`config.mk`:
```
export PLATFORM = sky130hd
export DESIGN_NAME = des_cbc_mac_engine_flat
export DESIGN_NICKNAME = d
export VERILOG_FILES = /design/src/design/dcm_pkg.sv /design/src/design/dcm_if.sv /design/src/design/dcm_cfg_regs.sv /design/src/design/dcm_des_unit.sv /design/src/design/dcm_ctrl.sv /design/src/design/des_cbc_mac_engine.sv /design/src/flat_wrapper.sv
export SDC_FILE = /design/constraint.sdc
export NUM_CORES = 2
export LEC_CHECK = 0
export ABC_AREA = 1
export BUFFER_PORTS_ARGS = -buffer_cell sky130_fd_sc_hd__buf_2
export CAP_MARGIN = 20
export CORE_MARGIN = 1
export CORE_UTILIZATION = 40
export CTS_BUF_LIST = sky130_fd_sc_hd__clkbuf_2
export DETAILED_ROUTE_END_ITERATION = 10
export GPL_TIMING_DRIVEN = 0
export SLEW_MARGIN = 20
export SYNTH_ARGS = -nofsm -noshare
export SYNTH_HDL_FRONTEND = slang
export SYNTH_SLANG_ARGS = --single-unit
```
`constraint.sdc`:
```
create_clock -name i_clk -period 19.6 [get_ports i_clk]
set_input_delay 2.94 -clock i_clk [delete_from_list [all_inputs] [get_ports i_clk]]
set_output_delay 2.94 -clock i_clk [all_outputs]
set_load 0.01 [all_outputs]
```
`src/design/dcm_pkg.sv`:
```
// Package: shared types, constants, DES tables and permutation functions.
`timescale 1ns / 1ps
`default_nettype none
package dcm_pkg;

    // Register indexes of the configuration port
    localparam logic [2:0] REG_MAC_MODE   = 3'd0;
    localparam logic [2:0] REG_KEY_LENGTH = 3'd1;
    localparam logic [2:0] REG_KEY_FIRST  = 3'd2;
    localparam logic [2:0] REG_KEY_SECOND = 3'd3;
    localparam logic [2:0] REG_KEY_THIRD  = 3'd4;

    // MAC modes
    localparam logic [2:0] MODE_X99      = 3'd0;
    localparam logic [2:0] MODE_ISO_ALG3 = 3'd1;
    localparam logic [2:0] MODE_X919     = 3'd2;
    localparam logic [2:0] MODE_ISO16609 = 3'd3;
    localparam logic [2:0] MODE_AUTO     = 3'd4;

    // Key lengths
    localparam logic [1:0] KLEN_8  = 2'd0;
    localparam logic [1:0] KLEN_16 = 2'd1;
    localparam logic [1:0] KLEN_24 = 2'd2;

    localparam int ADDR_W = 6;

    typedef struct packed {
        logic [2:0]  mac_mode;
        logic [1:0]  key_length;
        logic [63:0] key_first;
        logic [63:0] key_second;
        logic [63:0] key_third;
    } t_cfg;

    typedef struct packed {
        logic start;
        logic dec;
    } t_des_ctl;

    typedef enum logic [1:0] {
        S_IDLE,
        S_LOAD,
        S_RUN,
        S_OUT
    } t_state;

    localparam logic [6:0] C_IP [64] = '{
        7'd58,7'd50,7'd42,7'd34,7'd26,7'd18,7'd10,7'd2,
        7'd60,7'd52,7'd44,7'd36,7'd28,7'd20,7'd12,7'd4,
        7'd62,7'd54,7'd46,7'd38,7'd30,7'd22,7'd14,7'd6,
        7'd64,7'd56,7'd48,7'd40,7'd32,7'd24,7'd16,7'd8,
        7'd57,7'd49,7'd41,7'd33,7'd25,7'd17,7'd9,7'd1,
        7'd59,7'd51,7'd43,7'd35,7'd27,7'd19,7'd11,7'd3,
        7'd61,7'd53,7'd45,7'd37,7'd29,7'd21,7'd13,7'd5,
        7'd63,7'd55,7'd47,7'd39,7'd31,7'd23,7'd15,7'd7};

    localparam logic [6:0] C_FP [64] = '{
        7'd40,7'd8,7'd48,7'd16,7'd56,7'd24,7'd64,7'd32,
        7'd39,7'd7,7'd47,7'd15,7'd55,7'd23,7'd63,7'd31,
        7'd38,7'd6,7'd46,7'd14,7'd54,7'd22,7'd62,7'd30,
        7'd37,7'd5,7'd45,7'd13,7'd53,7'd21,7'd61,7'd29,
        7'd36,7'd4,7'd44,7'd12,7'd52,7'd20,7'd60,7'd28,
        7'd35,7'd3,7'd43,7'd11,7'd51,7'd19,7'd59,7'd27,
        7'd34,7'd2,7'd42,7'd10,7'd50,7'd18,7'd58,7'd26,
        7'd33,7'd1,7'd41,7'd9,7'd49,7'd17,7'd57,7'd25};

    localparam logic [5:0] C_E [48] = '{
        6'd32,6'd1,6'd2,6'd3,6'd4,6'd5,6'd4,6'd5,6'd6,6'd7,6'd8,6'd9,
        6'd8,6'd9,6'd10,6'd11,6'd12,6'd13,6'd12,6'd13,6'd14,6'd15,6'd16,6'd17,
        6'd16,6'd17,6'd18,6'd19,6'd20,6'd21,6'd20,6'd21,6'd22,6'd23,6'd24,6'd25,
        6'd24,6'd25,6'd26,6'd27,6'd28,6'd29,6'd28,6'd29,6'd30,6'd31,6'd32,6'd1};

    localparam logic [5:0] C_P [32] = '{
        6'd16,6'd7,6'd20,6'd21,6'd29,6'd12,6'd28,6'd17,
        6'd1,6'd15,6'd23,6'd26,6'd5,6'd18,6'd31,6'd10,
        6'd2,6'd8,6'd24,6'd14,6'd32,6'd27,6'd3,6'd9,
        6'd19,6'd13,6'd30,6'd6,6'd22,6'd11,6'd4,6'd25};

    localparam logic [6:0] C_PC1 [56] = '{
        7'd57,7'd49,7'd41,7'd33,7'd25,7'd17,7'd9,7'd1,
        7'd58,7'd50,7'd42,7'd34,7'd26,7'd18,7'd10,7'd2,
        7'd59,7'd51,7'd43,7'd35,7'd27,7'd19,7'd11,7'd3,
        7'd60,7'd52,7'd44,7'd36,7'd63,7'd55,7'd47,7'd39,
        7'd31,7'd23,7'd15,7'd7,7'd62,7'd54,7'd46,7'd38,
        7'd30,7'd22,7'd14,7'd6,7'd61,7'd53,7'd45,7'd37,
        7'd29,7'd21,7'd13,7'd5,7'd28,7'd20,7'd12,7'd4};

    localparam logic [5:0] C_PC2 [48] = '{
        6'd14,6'd17,6'd11,6'd24,6'd1,6'd5,6'd3,6'd28,
        6'd15,6'd6,6'd21,6'd10,6'd23,6'd19,6'd12,6'd4,
        6'd26,6'd8,6'd16,6'd7,6'd27,6'd20,6'd13,6'd2,
        6'd41,6'd52,6'd31,6'd37,6'd47,6'd55,6'd30,6'd40,
        6'd51,6'd45,6'd33,6'd48,6'd44,6'd49,6'd39,6'd56,
        6'd34,6'd53,6'd46,6'd42,6'd50,6'd36,6'd29,6'd32};

    // Shift by two in every round but rounds 1, 2, 9 and 16
    localparam logic C_ROT2 [16] = '{
        1'b0,1'b0,1'b1,1'b1,1'b1,1'b1,1'b1,1'b1,
        1'b0,1'b1,1'b1,1'b1,1'b1,1'b1,1'b1,1'b0};

    localparam logic [3:0] C_SBOX [512] = '{
        4'd14,4'd4,4'd13,4'd1,4'd2,4'd15,4'd11,4'd8,4'd3,4'd10,4'd6,4'd12,4'd5,4'd9,4'd0,4'd7,
        4'd0,4'd15,4'd7,4'd4,4'd14,4'd2,4'd13,4'd1,4'd10,4'd6,4'd12,4'd11,4'd9,4'd5,4'd3,4'd8,
        4'd4,4'd1,4'd14,4'd8,4'd13,4'd6,4'd2,4'd11,4'd15,4'd12,4'd9,4'd7,4'd3,4'd10,4'd5,4'd0,
        4'd15,4'd12,4'd8,4'd2,4'd4,4'd9,4'd1,4'd7,4'd5,4'd11,4'd3,4'd14,4'd10,4'd0,4'd6,4'd13,
        4'd15,4'd1,4'd8,4'd14,4'd6,4'd11,4'd3,4'd4,4'd9,4'd7,4'd2,4'd13,4'd12,4'd0,4'd5,4'd10,
        4'd3,4'd13,4'd4,4'd7,4'd15,4'd2,4'd8,4'd14,4'd12,4'd0,4'd1,4'd10,4'd6,4'd9,4'd11,4'd5,
        4'd0,4'd14,4'd7,4'd11,4'd10,4'd4,4'd13,4'd1,4'd5,4'd8,4'd12,4'd6,4'd9,4'd3,4'd2,4'd15,
        4'd13,4'd8,4'd10,4'd1,4'd3,4'd15,4'd4,4'd2,4'd11,4'd6,4'd7,4'd12,4'd0,4'd5,4'd14,4'd9,
        4'd10,4'd0,4'd9,4'd14,4'd6,4'd3,4'd15,4'd5,4'd1,4'd13,4'd12,4'd7,4'd11,4'd4,4'd2,4'd8,
        4'd13,4'd7,4'd0,4'd9,4'd3,4'd4,4'd6,4'd10,4'd2,4'd8,4'd5,4'd14,4'd12,4'd11,4'd15,4'd1,
        4'd13,4'd6,4'd4,4'd9,4'd8,4'd15,4'd3,4'd0,4'd11,4'd1,4'd2,4'd12,4'd5,4'd10,4'd14,4'd7,
        4'd1,4'd10,4'd13,4'd0,4'd6,4'd9,4'd8,4'd7,4'd4,4'd15,4'd14,4'd3,4'd11,4'd5,4'd2,4'd12,
        4'd7,4'd13,4'd14,4'd3,4'd0,4'd6,4'd9,4'd10,4'd1,4'd2,4'd8,4'd5,4'd11,4'd12,4'd4,4'd15,
        4'd13,4'd8,4'd11,4'd5,4'd6,4'd15,4'd0,4'd3,4'd4,4'd7,4'd2,4'd12,4'd1,4'd10,4'd14,4'd9,
        4'd10,4'd6,4'd9,4'd0,4'd12,4'd11,4'd7,4'd13,4'd15,4'd1,4'd3,4'd14,4'd5,4'd2,4'd8,4'd4,
        4'd3,4'd15,4'd0,4'd6,4'd10,4'd1,4'd13,4'd8,4'd9,4'd4,4'd5,4'd11,4'd12,4'd7,4'd2,4'd14,
        4'd2,4'd12,4'd4,4'd1,4'd7,4'd10,4'd11,4'd6,4'd8,4'd5,4'd3,4'd15,4'd13,4'd0,4'd14,4'd9,
        4'd14,4'd11,4'd2,4'd12,4'd4,4'd7,4'd13,4'd1,4'd5,4'd0,4'd15,4'd10,4'd3,4'd9,4'd8,4'd6,
        4'd4,4'd2,4'd1,4'd11,4'd10,4'd13,4'd7,4'd8,4'd15,4'd9,4'd12,4'd5,4'd6,4'd3,4'd0,4'd14,
        4'd11,4'd8,4'd12,4'd7,4'd1,4'd14,4'd2,4'd13,4'd6,4'd15,4'd0,4'd9,4'd10,4'd4,4'd5,4'd3,
        4'd12,4'd1,4'd10,4'd15,4'd9,4'd2,4'd6,4'd8,4'd0,4'd13,4'd3,4'd4,4'd14,4'd7,4'd5,4'd11,
        4'd10,4'd15,4'd4,4'd2,4'd7,4'd12,4'd9,4'd5,4'd6,4'd1,4'd13,4'd14,4'd0,4'd11,4'd3,4'd8,
        4'd9,4'd14,4'd15,4'd5,4'd2,4'd8,4'd12,4'd3,4'd7,4'd0,4'd4,4'd10,4'd1,4'd13,4'd11,4'd6,
        4'd4,4'd3,4'd2,4'd12,4'd9,4'd5,4'd15,4'd10,4'd11,4'd14,4'd1,4'd7,4'd6,4'd0,4'd8,4'd13,
        4'd4,4'd11,4'd2,4'd14,4'd15,4'd0,4'd8,4'd13,4'd3,4'd12,4'd9,4'd7,4'd5,4'd10,4'd6,4'd1,
        4'd13,4'd0,4'd11,4'd7,4'd4,4'd9,4'd1,4'd10,4'd14,4'd3,4'd5,4'd12,4'd2,4'd15,4'd8,4'd6,
        4'd1,4'd4,4'd11,4'd13,4'd12,4'd3,4'd7,4'd14,4'd10,4'd15,4'd6,4'd8,4'd0,4'd5,4'd9,4'd2,
        4'd6,4'd11,4'd13,4'd8,4'd1,4'd4,4'd10,4'd7,4'd9,4'd5,4'd0,4'd15,4'd14,4'd2,4'd3,4'd12,
        4'd13,4'd2,4'd8,4'd4,4'd6,4'd15,4'd11,4'd1,4'd10,4'd9,4'd3,4'd14,4'd5,4'd0,4'd12,4'd7,
        4'd1,4'd15,4'd13,4'd8,4'd10,4'd3,4'd7,4'd4,4'd12,4'd5,4'd6,4'd11,4'd0,4'd14,4'd9,4'd2,
        4'd7,4'd11,4'd4,4'd1,4'd9,4'd12,4'd14,4'd2,4'd0,4'd6,4'd10,4'd13,4'd15,4'd3,4'd5,4'd8,
        4'd2,4'd1,4'd14,4'd7,4'd4,4'd10,4'd8,4'd13,4'd15,4'd12,4'd9,4'd0,4'd3,4'd5,4'd6,4'd11};

    // Table positions count from 1 at the MSB of the source word
    function automatic logic [63:0] perm_ip(input logic [63:0] v);
        logic [63:0] r;
        r = '0;
        for (int i = 0; i < 64; i++) r[63-i] = v[64 - int'(C_IP[i])];
        return r;
    endfunction

    function automatic logic [63:0] perm_fp(input logic [63:0] v);
        logic [63:0] r;
        r = '0;
        for (int i = 0; i < 64; i++) r[63-i] = v[64 - int'(C_FP[i])];
        return r;
    endfunction

    function automatic logic [55:0] perm_pc1(input logic [63:0] v);
        logic [55:0] r;
        r = '0;
        for (int i = 0; i < 56; i++) r[55-i] = v[64 - int'(C_PC1[i])];
        return r;
    endfunction

    function automatic logic [47:0] perm_pc2(input logic [55:0] v);
        logic [47:0] r;
        r = '0;
        for (int i = 0; i < 48; i++) r[47-i] = v[56 - int'(C_PC2[i])];
        return r;
    endfunction

    function automatic logic [47:0] perm_e(input logic [31:0] v);
        logic [47:0] r;
        r = '0;
        for (int i = 0; i < 48; i++) r[47-i] = v[32 - int'(C_E[i])];
        return r;
    endfunction

    function automatic logic [31:0] perm_p(input logic [31:0] v);
        logic [31:0] r;
        r = '0;
        for (int i = 0; i < 32; i++) r[31-i] = v[32 - int'(C_P[i])];
        return r;
    endfunction

    // Eight S-box lookups, each on its own six bits
    function automatic logic [31:0] sbox_all(input logic [47:0] t);
        logic [31:0] r;
        logic [5:0]  six;
        r = '0;
        for (int j = 0; j < 8; j++) begin
            six = t[47-6*j -: 6];
            r[31-4*j -: 4] = C_SBOX[j*64 + int'({six[5], six[0], six[4:1]})];
        end
        return r;
    endfunction

endpackage
`default_nettype wire

```
`src/design/dcm_if.sv`:
```
// Interfaces: message block channel and MAC result channel.
`timescale 1ns / 1ps
`default_nettype none
interface dcm_in_if;
    logic        valid;
    logic        ready;
    logic [63:0] data_block;
    logic [3:0]  byte_count;
    logic        last_block;

    modport source (output valid, output data_block, output byte_count,
                    output last_block, input ready);
    modport sink (input valid, input data_block, input byte_count,
                  input last_block, output ready);
endinterface

interface dcm_out_if;
    logic        valid;
    logic        ready;
    logic [63:0] mac_value;
    logic        key_error;

    modport source (output valid, output mac_value, output key_error, input ready);
    modport sink (input valid, input mac_value, input key_error, output ready);
endinterface
`default_nettype wire

```
`src/design/dcm_cfg_regs.sv`:
```
// Configuration register bank behind an APB-style port.
`timescale 1ns / 1ps
`default_nettype none
module dcm_cfg_regs
    import dcm_pkg::*;
(
    input  wire logic              i_clk,
    input  wire logic              i_rst_n,
    input  wire logic              i_psel,
    input  wire logic              i_penable,
    input  wire logic              i_pwrite,
    input  wire logic [ADDR_W-1:0] i_paddr,
    input  wire logic [63:0]       i_pwdata,
    output logic [63:0]            o_prdata,
    output logic                   o_pready,
    output t_cfg                   o_cfg
);
    t_cfg       r_cfg;
    logic       wr_en;
    logic [2:0] reg_idx;

    assign o_pready = 1'b1;
    assign wr_en    = i_psel && i_penable && i_pwrite;
    assign reg_idx  = i_paddr[ADDR_W-1:3];
    assign o_cfg    = r_cfg;

    // Write the addressed register at the access phase
    always_ff @(posedge i_clk) begin
        if (!i_rst_n) begin
            r_cfg <= '0;
        end else if (wr_en) begin
            case (reg_idx)
                REG_MAC_MODE:   r_cfg.mac_mode   <= i_pwdata[2:0];
                REG_KEY_LENGTH: r_cfg.key_length <= i_pwdata[1:0];
                REG_KEY_FIRST:  r_cfg.key_first  <= i_pwdata;
                REG_KEY_SECOND: r_cfg.key_second <= i_pwdata;
                REG_KEY_THIRD:  r_cfg.key_third  <= i_pwdata;
                default: ;
            endcase
        end
    end

    // Read back
    always_comb begin
        case (reg_idx)
            REG_MAC_MODE:   o_prdata = {61'd0, r_cfg.mac_mode};
            REG_KEY_LENGTH: o_prdata = {62'd0, r_cfg.key_length};
            REG_KEY_FIRST:  o_prdata = r_cfg.key_first;
            REG_KEY_SECOND: o_prdata = r_cfg.key_second;
            REG_KEY_THIRD:  o_prdata = r_cfg.key_third;
            default:        o_prdata = '0;
        endcase
    end
endmodule
`default_nettype wire

```
`src/design/dcm_des_unit.sv`:
```
// Iterative DES unit: one Feistel round and one key schedule step per cycle.
`timescale 1ns / 1ps
`default_nettype none
module dcm_des_unit
    import dcm_pkg::*;
(
    input  wire logic        i_clk,
    input  wire logic        i_rst_n,
    input  wire t_des_ctl    i_ctl,
    input  wire logic [63:0] i_block,
    input  wire logic [63:0] i_key,
    output logic             o_done,
    output logic [63:0]      o_result
);
    logic [31:0] r_l, r_r;
    logic [55:0] r_cd;
    logic [3:0]  r_round;
    logic        r_busy, r_dec, r_done;

    logic [27:0] c_cur, d_cur;
    logic [55:0] cd_use, cd_next;
    logic        rot2_enc, rot2_dec;
    logic [31:0] f_out;
    logic [63:0] ip_out;

    assign c_cur    = r_cd[55:28];
    assign d_cur    = r_cd[27:0];
    assign rot2_enc = C_ROT2[r_round];
    assign rot2_dec = C_ROT2[4'd15 - r_round];

    // Key schedule: rotate left before use when enciphering,
    // use then rotate right when deciphering
    always_comb begin
        if (r_dec) begin
            cd_use  = r_cd;
            cd_next = rot2_dec ? {c_cur[1:0], c_cur[27:2], d_cur[1:0], d_cur[27:2]}
                               : {c_cur[0], c_cur[27:1], d_cur[0], d_cur[27:1]};
        end else begin
            cd_use  = rot2_enc ? {c_cur[25:0], c_cur[27:26], d_cur[25:0], d_cur[27:26]}
                               : {c_cur[26:0], c_cur[27], d_cur[26:0], d_cur[27]};
            cd_next = cd_use;
        end
    end

    // Round function
    assign f_out  = perm_p(sbox_all(perm_e(r_r) ^ perm_pc2(cd_use)));
    assign ip_out = perm_ip(i_block);

    always_ff @(posedge i_clk) begin
        if (!i_rst_n) begin
            r_busy  <= 1'b0;
            r_done  <= 1'b0;
            r_round <= '0;
        end else begin
            r_done <= 1'b0;
            if (i_ctl.start) begin
                r_busy  <= 1'b1;
                r_round <= '0;
            end else if (r_busy) begin
                r_round <= r_round + 4'd1;
                if (r_round == 4'd15) begin
                    r_busy <= 1'b0;
                    r_done <= 1'b1;
                end
            end
        end
    end

    // Load the block and key, then advance one round a cycle
    always_ff @(posedge i_clk) begin
        if (i_ctl.start) begin
            r_l   <= ip_out[63:32];
            r_r   <= ip_out[31:0];
            r_cd  <= perm_pc1(i_key);
            r_dec <= i_ctl.dec;
        end else if (r_busy) begin
            r_l  <= r_r;
            r_r  <= r_l ^ f_out;
            r_cd <= cd_next;
        end
    end

    assign o_done   = r_done;
    assign o_result = perm_fp({r_r, r_l});
endmodule
`default_nettype wire

```
`src/design/dcm_ctrl.sv`:
```
// Sequencer: mode decode, CBC chaining and pass scheduling of the DES unit.
`timescale 1ns / 1ps
`default_nettype none
module dcm_ctrl
    import dcm_pkg::*;
(
    input  wire logic  i_clk,
    input  wire logic  i_rst_n,
    input  wire t_cfg  i_cfg,
    dcm_in_if.sink     i_in,
    dcm_out_if.source  o_out,
    output t_des_ctl   o_des_ctl,
    output logic [63:0] o_des_block,
    output logic [63:0] o_des_key,
    input  wire logic  i_des_done,
    input  wire logic [63:0] i_des_result
);
    t_state      r_state, n_state;
    logic [1:0]  r_pass;
    logic        r_multi, r_last;
    logic [63:0] r_blk, r_chain, r_key_a, r_key_b, r_key_c, r_mac;
    logic        r_err;

    logic [2:0]  mode_eff;
    logic        bad, accept, multi, pass_more;
    logic [63:0] mask, k2, k3;

    // Decode the mode and check the key configuration
    always_comb begin
        if (i_cfg.mac_mode == MODE_AUTO) begin
            case (i_cfg.key_length)
                KLEN_8:  mode_eff = MODE_X99;
                KLEN_16: mode_eff = MODE_ISO_ALG3;
                default: mode_eff = MODE_ISO16609;
            endcase
        end else begin
            mode_eff = i_cfg.mac_mode;
        end
        bad = (i_cfg.key_length > KLEN_24) || (i_cfg.mac_mode > MODE_AUTO)
            || ((mode_eff == MODE_X99) && (i_cfg.key_length != KLEN_8));
        k2 = (i_cfg.key_length == KLEN_8)  ? i_cfg.key_first : i_cfg.key_second;
        k3 = (i_cfg.key_length == KLEN_24) ? i_cfg.key_third : i_cfg.key_first;
        multi = (mode_eff == MODE_ISO16609)
             || (i_in.last_block && ((mode_eff == MODE_X919) || (mode_eff == MODE_ISO_ALG3)));
    end

    // Keep the leading bytes the count covers
    always_comb begin
        for (int b = 0; b < 8; b++) mask[63-8*b -: 8] = {8{4'(b) < i_in.byte_count}};
    end

    assign accept    = i_in.valid && i_in.ready;
    assign pass_more = r_multi && (r_pass != 2'd2);

    // Next state
    always_comb begin
        n_state = r_state;
        case (r_state)
            S_IDLE: if (accept) begin
                if (bad) n_state = i_in.last_block ? S_OUT : S_IDLE;
                else     n_state = S_LOAD;
            end
            S_LOAD: n_state = S_RUN;
            S_RUN: if (i_des_done) begin
                if (pass_more)   n_state = S_LOAD;
                else if (r_last) n_state = S_OUT;
                else             n_state = S_IDLE;
            end
            S_OUT: if (o_out.ready) n_state = S_IDLE;
            default: n_state = S_IDLE;
        endcase
    end

    // State outputs
    always_comb begin
        i_in.ready      = (r_state == S_IDLE);
        o_out.valid     = (r_state == S_OUT);
        o_des_ctl.start = (r_state == S_LOAD);
        o_des_ctl.dec   = (r_pass == 2'd1);
    end

    always_ff @(posedge i_clk) begin
        if (!i_rst_n) r_state <= S_IDLE;
        else          r_state <= n_state;
    end

    // Chain value, pass count and result registers
    always_ff @(posedge i_clk) begin
        if (!i_rst_n) begin
            r_chain <= '0;
            r_pass  <= '0;
        end else begin
            case (r_state)
                S_IDLE: if (accept) begin
                    r_pass  <= '0;
                    r_multi <= multi;
                    r_last  <= i_in.last_block;
                    r_blk   <= r_chain ^ (i_in.data_block & mask);
                    r_key_a <= i_cfg.key_first;
                    r_key_b <= k2;
                    r_key_c <= (mode_eff == MODE_ISO16609) ? i_cfg.key_first : k3;
                    r_mac   <= '0;
                    r_err   <= bad;
                    if (bad && i_in.last_block) r_chain <= '0;
                end
                S_RUN: if (i_des_done) begin
                    if (pass_more) begin
                        r_blk  <= i_des_result;
                        r_pass <= r_pass + 2'd1;
                    end else if (r_last) begin
                        r_mac   <= i_des_result;
                        r_chain <= '0;
                    end else begin
                        r_chain <= i_des_result;
                    end
                end
                default: ;
            endcase
        end
    end

    always_comb begin
        case (r_pass)
            2'd0:    o_des_key = r_key_a;
            2'd1:    o_des_key = r_key_b;
            default: o_des_key = r_key_c;
        endcase
    end

    assign o_des_block     = r_blk;
    assign o_out.mac_value = r_mac;
    assign o_out.key_error = r_err;

    a_err_zero: assert property (@(posedge i_clk) disable iff (!i_rst_n)
        o_out.valid && o_out.key_error |-> o_out.mac_value == 64'd0)
        else $error("error result with nonzero MAC");
    a_done_in_run: assert property (@(posedge i_clk) disable iff (!i_rst_n)
        i_des_done |-> r_state == S_RUN)
        else $error("DES completion outside run state");
    a_load_run: assert property (@(posedge i_clk) disable iff (!i_rst_n)
        r_state == S_LOAD |=> r_state == S_RUN)
        else $error("load not followed by run");
    a_pass_range: assert property (@(posedge i_clk) disable iff (!i_rst_n)
        r_state == S_RUN && !r_multi |-> r_pass == 2'd0)
        else $error("extra pass on single-DES item");
endmodule
`default_nettype wire

```
`src/design/des_cbc_mac_engine.sv`:
```
// Top level: DES CBC-MAC engine with configuration port.
`timescale 1ns / 1ps
`default_nettype none
// Computes a DES retail-family CBC-MAC (X9.9, ISO 9797-1 alg 3, X9.19,
// ISO 16609 or auto by key length) over 8-byte blocks, one result per last
// block. A single DES round unit is shared by all passes; each DES pass
// is a load step, 16 rounds and a completion step, so a block occupies
// the engine for one pass under single DES and for three passes when
// three passes are needed. The input is not ready while a block is in work or
// while a result waits to be taken. A bad key setting drops non-final blocks
// at once and answers a final block with a zero MAC and key_error set.
module des_cbc_mac_engine
    import dcm_pkg::*;
(
    input  wire logic              i_clk,
    input  wire logic              i_rst_n,
    input  wire logic              i_psel,
    input  wire logic              i_penable,
    input  wire logic              i_pwrite,
    input  wire logic [ADDR_W-1:0] i_paddr,
    input  wire logic [63:0]       i_pwdata,
    output logic [63:0]            o_prdata,
    output logic                   o_pready,
    dcm_in_if.sink                 i_in,
    dcm_out_if.source              o_out
);
    t_cfg        cfg;
    t_des_ctl    des_ctl;
    logic [63:0] des_block, des_key, des_result;
    logic        des_done;

    dcm_cfg_regs u_cfg (
        .i_clk, .i_rst_n, .i_psel, .i_penable, .i_pwrite, .i_paddr, .i_pwdata,
        .o_prdata, .o_pready, .o_cfg(cfg)
    );

    dcm_ctrl u_ctrl (
        .i_clk, .i_rst_n, .i_cfg(cfg), .i_in, .o_out,
        .o_des_ctl(des_ctl), .o_des_block(des_block), .o_des_key(des_key),
        .i_des_done(des_done), .i_des_result(des_result)
    );

    dcm_des_unit u_des (
        .i_clk, .i_rst_n, .i_ctl(des_ctl), .i_block(des_block), .i_key(des_key),
        .o_done(des_done), .o_result(des_result)
    );
endmodule
`default_nettype wire
```
`src/flat_wrapper.sv`:
```
// flat-port wrapper written by rule: the top's interface ports become plain ports
module des_cbc_mac_engine_flat import dcm_pkg::*;
  (i_clk, i_rst_n, i_psel, i_penable, i_pwrite, i_paddr, i_pwdata, o_prdata, o_pready, i_in_valid, i_in_data_block, i_in_byte_count, i_in_last_block, i_in_ready, o_out_valid, o_out_mac_value, o_out_key_error, o_out_ready);
  dcm_in_if i_in_i ();
  dcm_out_if o_out_i ();
  input  wire logic i_clk;
  input  wire logic i_rst_n;
  input  wire logic i_psel;
  input  wire logic i_penable;
  input  wire logic i_pwrite;
  input  wire logic [ADDR_W-1:0] i_paddr;
  input  wire logic [63:0] i_pwdata;
  output logic [63:0] o_prdata;
  output logic o_pready;
  input wire logic [$bits(i_in_i.valid)-1:0] i_in_valid;
  input wire logic [$bits(i_in_i.data_block)-1:0] i_in_data_block;
  input wire logic [$bits(i_in_i.byte_count)-1:0] i_in_byte_count;
  input wire logic [$bits(i_in_i.last_block)-1:0] i_in_last_block;
  output wire logic [$bits(i_in_i.ready)-1:0] i_in_ready;
  output wire logic [$bits(o_out_i.valid)-1:0] o_out_valid;
  output wire logic [$bits(o_out_i.mac_value)-1:0] o_out_mac_value;
  output wire logic [$bits(o_out_i.key_error)-1:0] o_out_key_error;
  input wire logic [$bits(o_out_i.ready)-1:0] o_out_ready;
  assign i_in_i.valid = i_in_valid;
  assign i_in_i.data_block = i_in_data_block;
  assign i_in_i.byte_count = i_in_byte_count;
  assign i_in_i.last_block = i_in_last_block;
  assign i_in_ready = i_in_i.ready;
  assign o_out_valid = o_out_i.valid;
  assign o_out_mac_value = o_out_i.mac_value;
  assign o_out_key_error = o_out_i.key_error;
  assign o_out_i.ready = o_out_ready;
  des_cbc_mac_engine u_core (.i_clk(i_clk), .i_rst_n(i_rst_n), .i_psel(i_psel), .i_penable(i_penable), .i_pwrite(i_pwrite), .i_paddr(i_paddr), .i_pwdata(i_pwdata), .o_prdata(o_prdata), .o_pready(o_pready), .i_in(i_in_i), .o_out(o_out_i));
endmodule
```
==> flow_metrics.tcl <==
set metrics [dict create \
    cts_htree_levels 4 \
    final_area_sq_um 41680 \
    hold_viol_final 0 \
    cp_cell_sequence "clkbuf_1 -> nor3_2 -> clkbuf_1 -> buf_1 -> nand2_1 -> nand3_1 -> buf_2" \
    avgSynthCellArea_sq_um 8.186 \
    cts.path.max_buffers 3 \
    fmax_ghz 0.1207 \
    min_from "u_core.u_cfg.o_cfg[146]" \
    worstPathMaxFanout 10 \
    grt_usage_pct 31.08 \
    grt_overflow 0 \
    post_cts_buffers 0 \
    cp_common_cell "clkbuf_1" \
    hpwl_mm 113.0 \
    syn_inst 4482 \
    finalCritPeriodShare_pct 42.27 \
    numCtsBuffers 182 \
    grt_start_max_net_pins 50 \
    reg2reg_depth 14 \
    die-height_microns 304.9 \
    min_path_type "flop to flop" \
    power_mw 7.451 \
    fp.dieW_microns 304.9 \
    tightest_slew_ps 1194 \
    max_stage_delay_ps 690 \
    synth_cell_types 47 \
    vdd.ir_drop.worst_v 0.00008189 \
    rsz0062_at_grt "false" \
    placed_area_sq_um 39850 \
    reg2reg_slack_ps 15350 \
    grt_pass1_vias 32973 \
    slew_viol_final 0 \
    dr.pass1.iters 8 \
    power_density_nw_per_um2 178.8 \
    area_growth_pct 13.59 \
    yosys_warnings 0 \
    power.leakage_nw 17.90 \
    hold_depth 0 \
    core_area_sq_um 90420 \
    drt_iter0_markers 3840 \
    drc 0 \
    io_pins 278 \
    start_kind "input pin" \
    cts_sinks 691 \
    path_depth 7 \
    slew_headroom_pct 20.42 \
    r2r-start "u_core.u_ctrl.r_state[1]" \
    clock_latency_ps 1550 \
    cts_tree "yes" \
    synth_edf_count 420 \
    vias_per_cell 5.564 \
    crit_path_end_kind "output port" \
    fp-row-count 110 \
    finalSetupViolCount 0 \
    synth_area_leader_cell "edfxtp_1" \
    wirelength_mm 147.5 \
    period_needed_ps 8284 \
    dieArea_sq_um 92940 \
    seq_area_frac_synth_pct 49.16 \
    yosysTopAreaCellShare_pct 34.37 \
    wire_per_inst_microns 23.44 \
    slowest_stage "clkbuf_1" \
    fin_nets 5171 \
    synth-main-ff-cell "edfxtp_1" \
    syn-num-nets 4697 \
    outcome "completed" \
    path_class "input pin to output port" \
    start_util_pct 40.58 \
    worstPathRequired_ps 16660 \
    hold_buffers 0 \
    grt_pass1_wl_mm 215.0 \
    synthTopCellsByArea "edfxtp_1, dfxtp_1, nand2_1" \
    maxCapViolCount 0 \
    vias 35007 \
    clkTransAtPathRegs_ps 100 \
    crit_family "buffers and inverters" \
    holdPathEnd "u_core.u_ctrl.r_key_a[18]" \
    skew_ps 147.2 \
    cts-resized-gates 0 \
    synth-seq-cells 691 \
    setup_tns_ps 0 \
    worst_r2r_endpoint "u_core.u_ctrl.o_out.mac_value[24]" \
    ant_nets 0 \
    cts_root_buf "clkbuf_2" \
    syn-cell-area_sq_um 36690 \
    gp_congestion 1.001 \
    async_reset_ff_share_pct 0 \
    io_buffers 270 \
    crit_buf_inv 4 \
    drive_gt1_share_pct 15.68 \
    cp.arrival_ps 5340 \
    antenna_found_initial 4 \
]
[how the worst max path moves through the flow]
stage	from	end	slack, ps
3_5_place_dp	i_paddr[3]	o_prdata[48]	11330
4_1_cts	i_paddr[5]	o_prdata[48]	11320
2_1_floorplan	i_rst_n	u_core.u_ctrl.o_out.key_error	8250
5_1_grt	i_paddr[3]	o_prdata[40]	11220
3_3_place_gp	i_rst_n	u_core.u_ctrl.r_key_a[49]	4200
6_report	i_paddr[5]	o_prdata[48]	11320
[cells in the final DEF (no fill, tap or decap), drive strengths merged, types with 4 or more instances in the layout]
cell type / count
o211ai: 52
mux2: 59
clkinv: 45
xor2: 72
nor3: 7
a221oi: 57
bufinv: 4
nand3: 581
nand2: 1282
o21ai: 321
xnor2: 9
diode: 7
edfxtp: 420
clkbuf: 465
inv: 297
o21bai: 57
a31oi: 9
dfxtp: 271
a32oi: 48
buf: 361
a21oi: 185
o221ai: 23
ha: 69
nor2: 400
[routing by layer]
| layer | wire length (microns) | GRT usage (%) | vias to the layer above |
|---|---|---|---|
| li1 | - | - | 16330 |
| met4 | 6702 | 14.20 | 0 |
| met3 | 12130 | 6.091 | 323 |
| met2 | 69480 | 51.30 | 1714 |
| met5 | 0 | 0 | - |
| met1 | 59170 | 39.17 | 16640 |
[state kept, by name, indices dropped and copies added, names as in the netlist, 2 cells and up]
name	flops
u_core.u_ctrl.r_key_b	56
u_core.u_ctrl.r_key_c	56
u_core.u_ctrl.o_out.mac_value	64
u_core.u_ctrl.r_state	2
u_core.u_ctrl.r_key_a	56
u_core.u_ctrl.o_des_block	64
u_core.u_des.r_l	32
u_core.u_des.r_round	4
u_core.u_des.r_r	32
u_core.u_des.r_cd	56
u_core.u_cfg.o_cfg	197
u_core.u_ctrl.r_pass	2
u_core.u_ctrl.r_chain	64
[Yosys cell counts (12+ instances only)]
cell	instances
nand2_1	1254
xor2_2	13
nor2_1	400
o221ai_1	23
a21oi_1	179
o21ai_0	296
xor2_1	59
inv_2	18
dfxtp_1	271
mux2_2	59
buf_4	19
nand2_2	26
o21bai_1	57
o211ai_1	51
inv_1	272
o21ai_1	12
a221oi_1	57
o21ai_2	12
clkbuf_1	180
nand3_1	572
buf_2	24
buf_1	20
edfxtp_1	420
ha_1	69
a32oi_1	48
[kinds of logic after synthesis]
| kind of cell | Yosys count | synth area share (%) |
|---|---|---|
| other | 1 | 0.01022 |
| AND/OR/NAND/NOR | 2274 | 25.68 |
| XOR/XNOR | 81 | 2.200 |
| adder cells (fa/ha/maj) | 69 | 2.353 |
| buffers and inverters | 546 | 6.026 |
| multiplexers | 59 | 1.811 |
| AO/OA/AOI/OAI | 761 | 12.76 |
| flip-flops | 691 | 49.16 |
[power breakdown]
group          internal (mW)  total, mW  switching (mW)
Clock                  0.450       1.12           0.667
Combinational           1.14       4.11            2.97
Sequential              2.02       2.23           0.207
[cell type report]
cell class,instances,area [sq um]
Fill cell,9177,48750
Sequential cell,691,18040
Multi-Input combinational cell,3245,16470
Timing Repair Buffer,290,1654
Tap cell,1176,1471
Clock buffer,285,1426
Inverter,295,1107
Buffer,251,1104
Clock inverter,52,386.6
Antenna cell,7,17.52
[per-stage QoR]
stage | instances | hold slack [ps] | worst slack [ps] | util, %
CTS | 6285 | 443.7 | 11320 | 46.07
global route | 6288 | 456.3 | 11220 | 46.08
floorplan | 4482 | 430.5 | 8252 | -
finish | 6292 | 439.9 | 11320 | 46.09
detailed placement | 5948 | 444.1 | 11330 | 44.07
global placement | 5928 | 440.8 | 4198 | 43.70
Note: power is estimated with default switching activity, not from simulation.
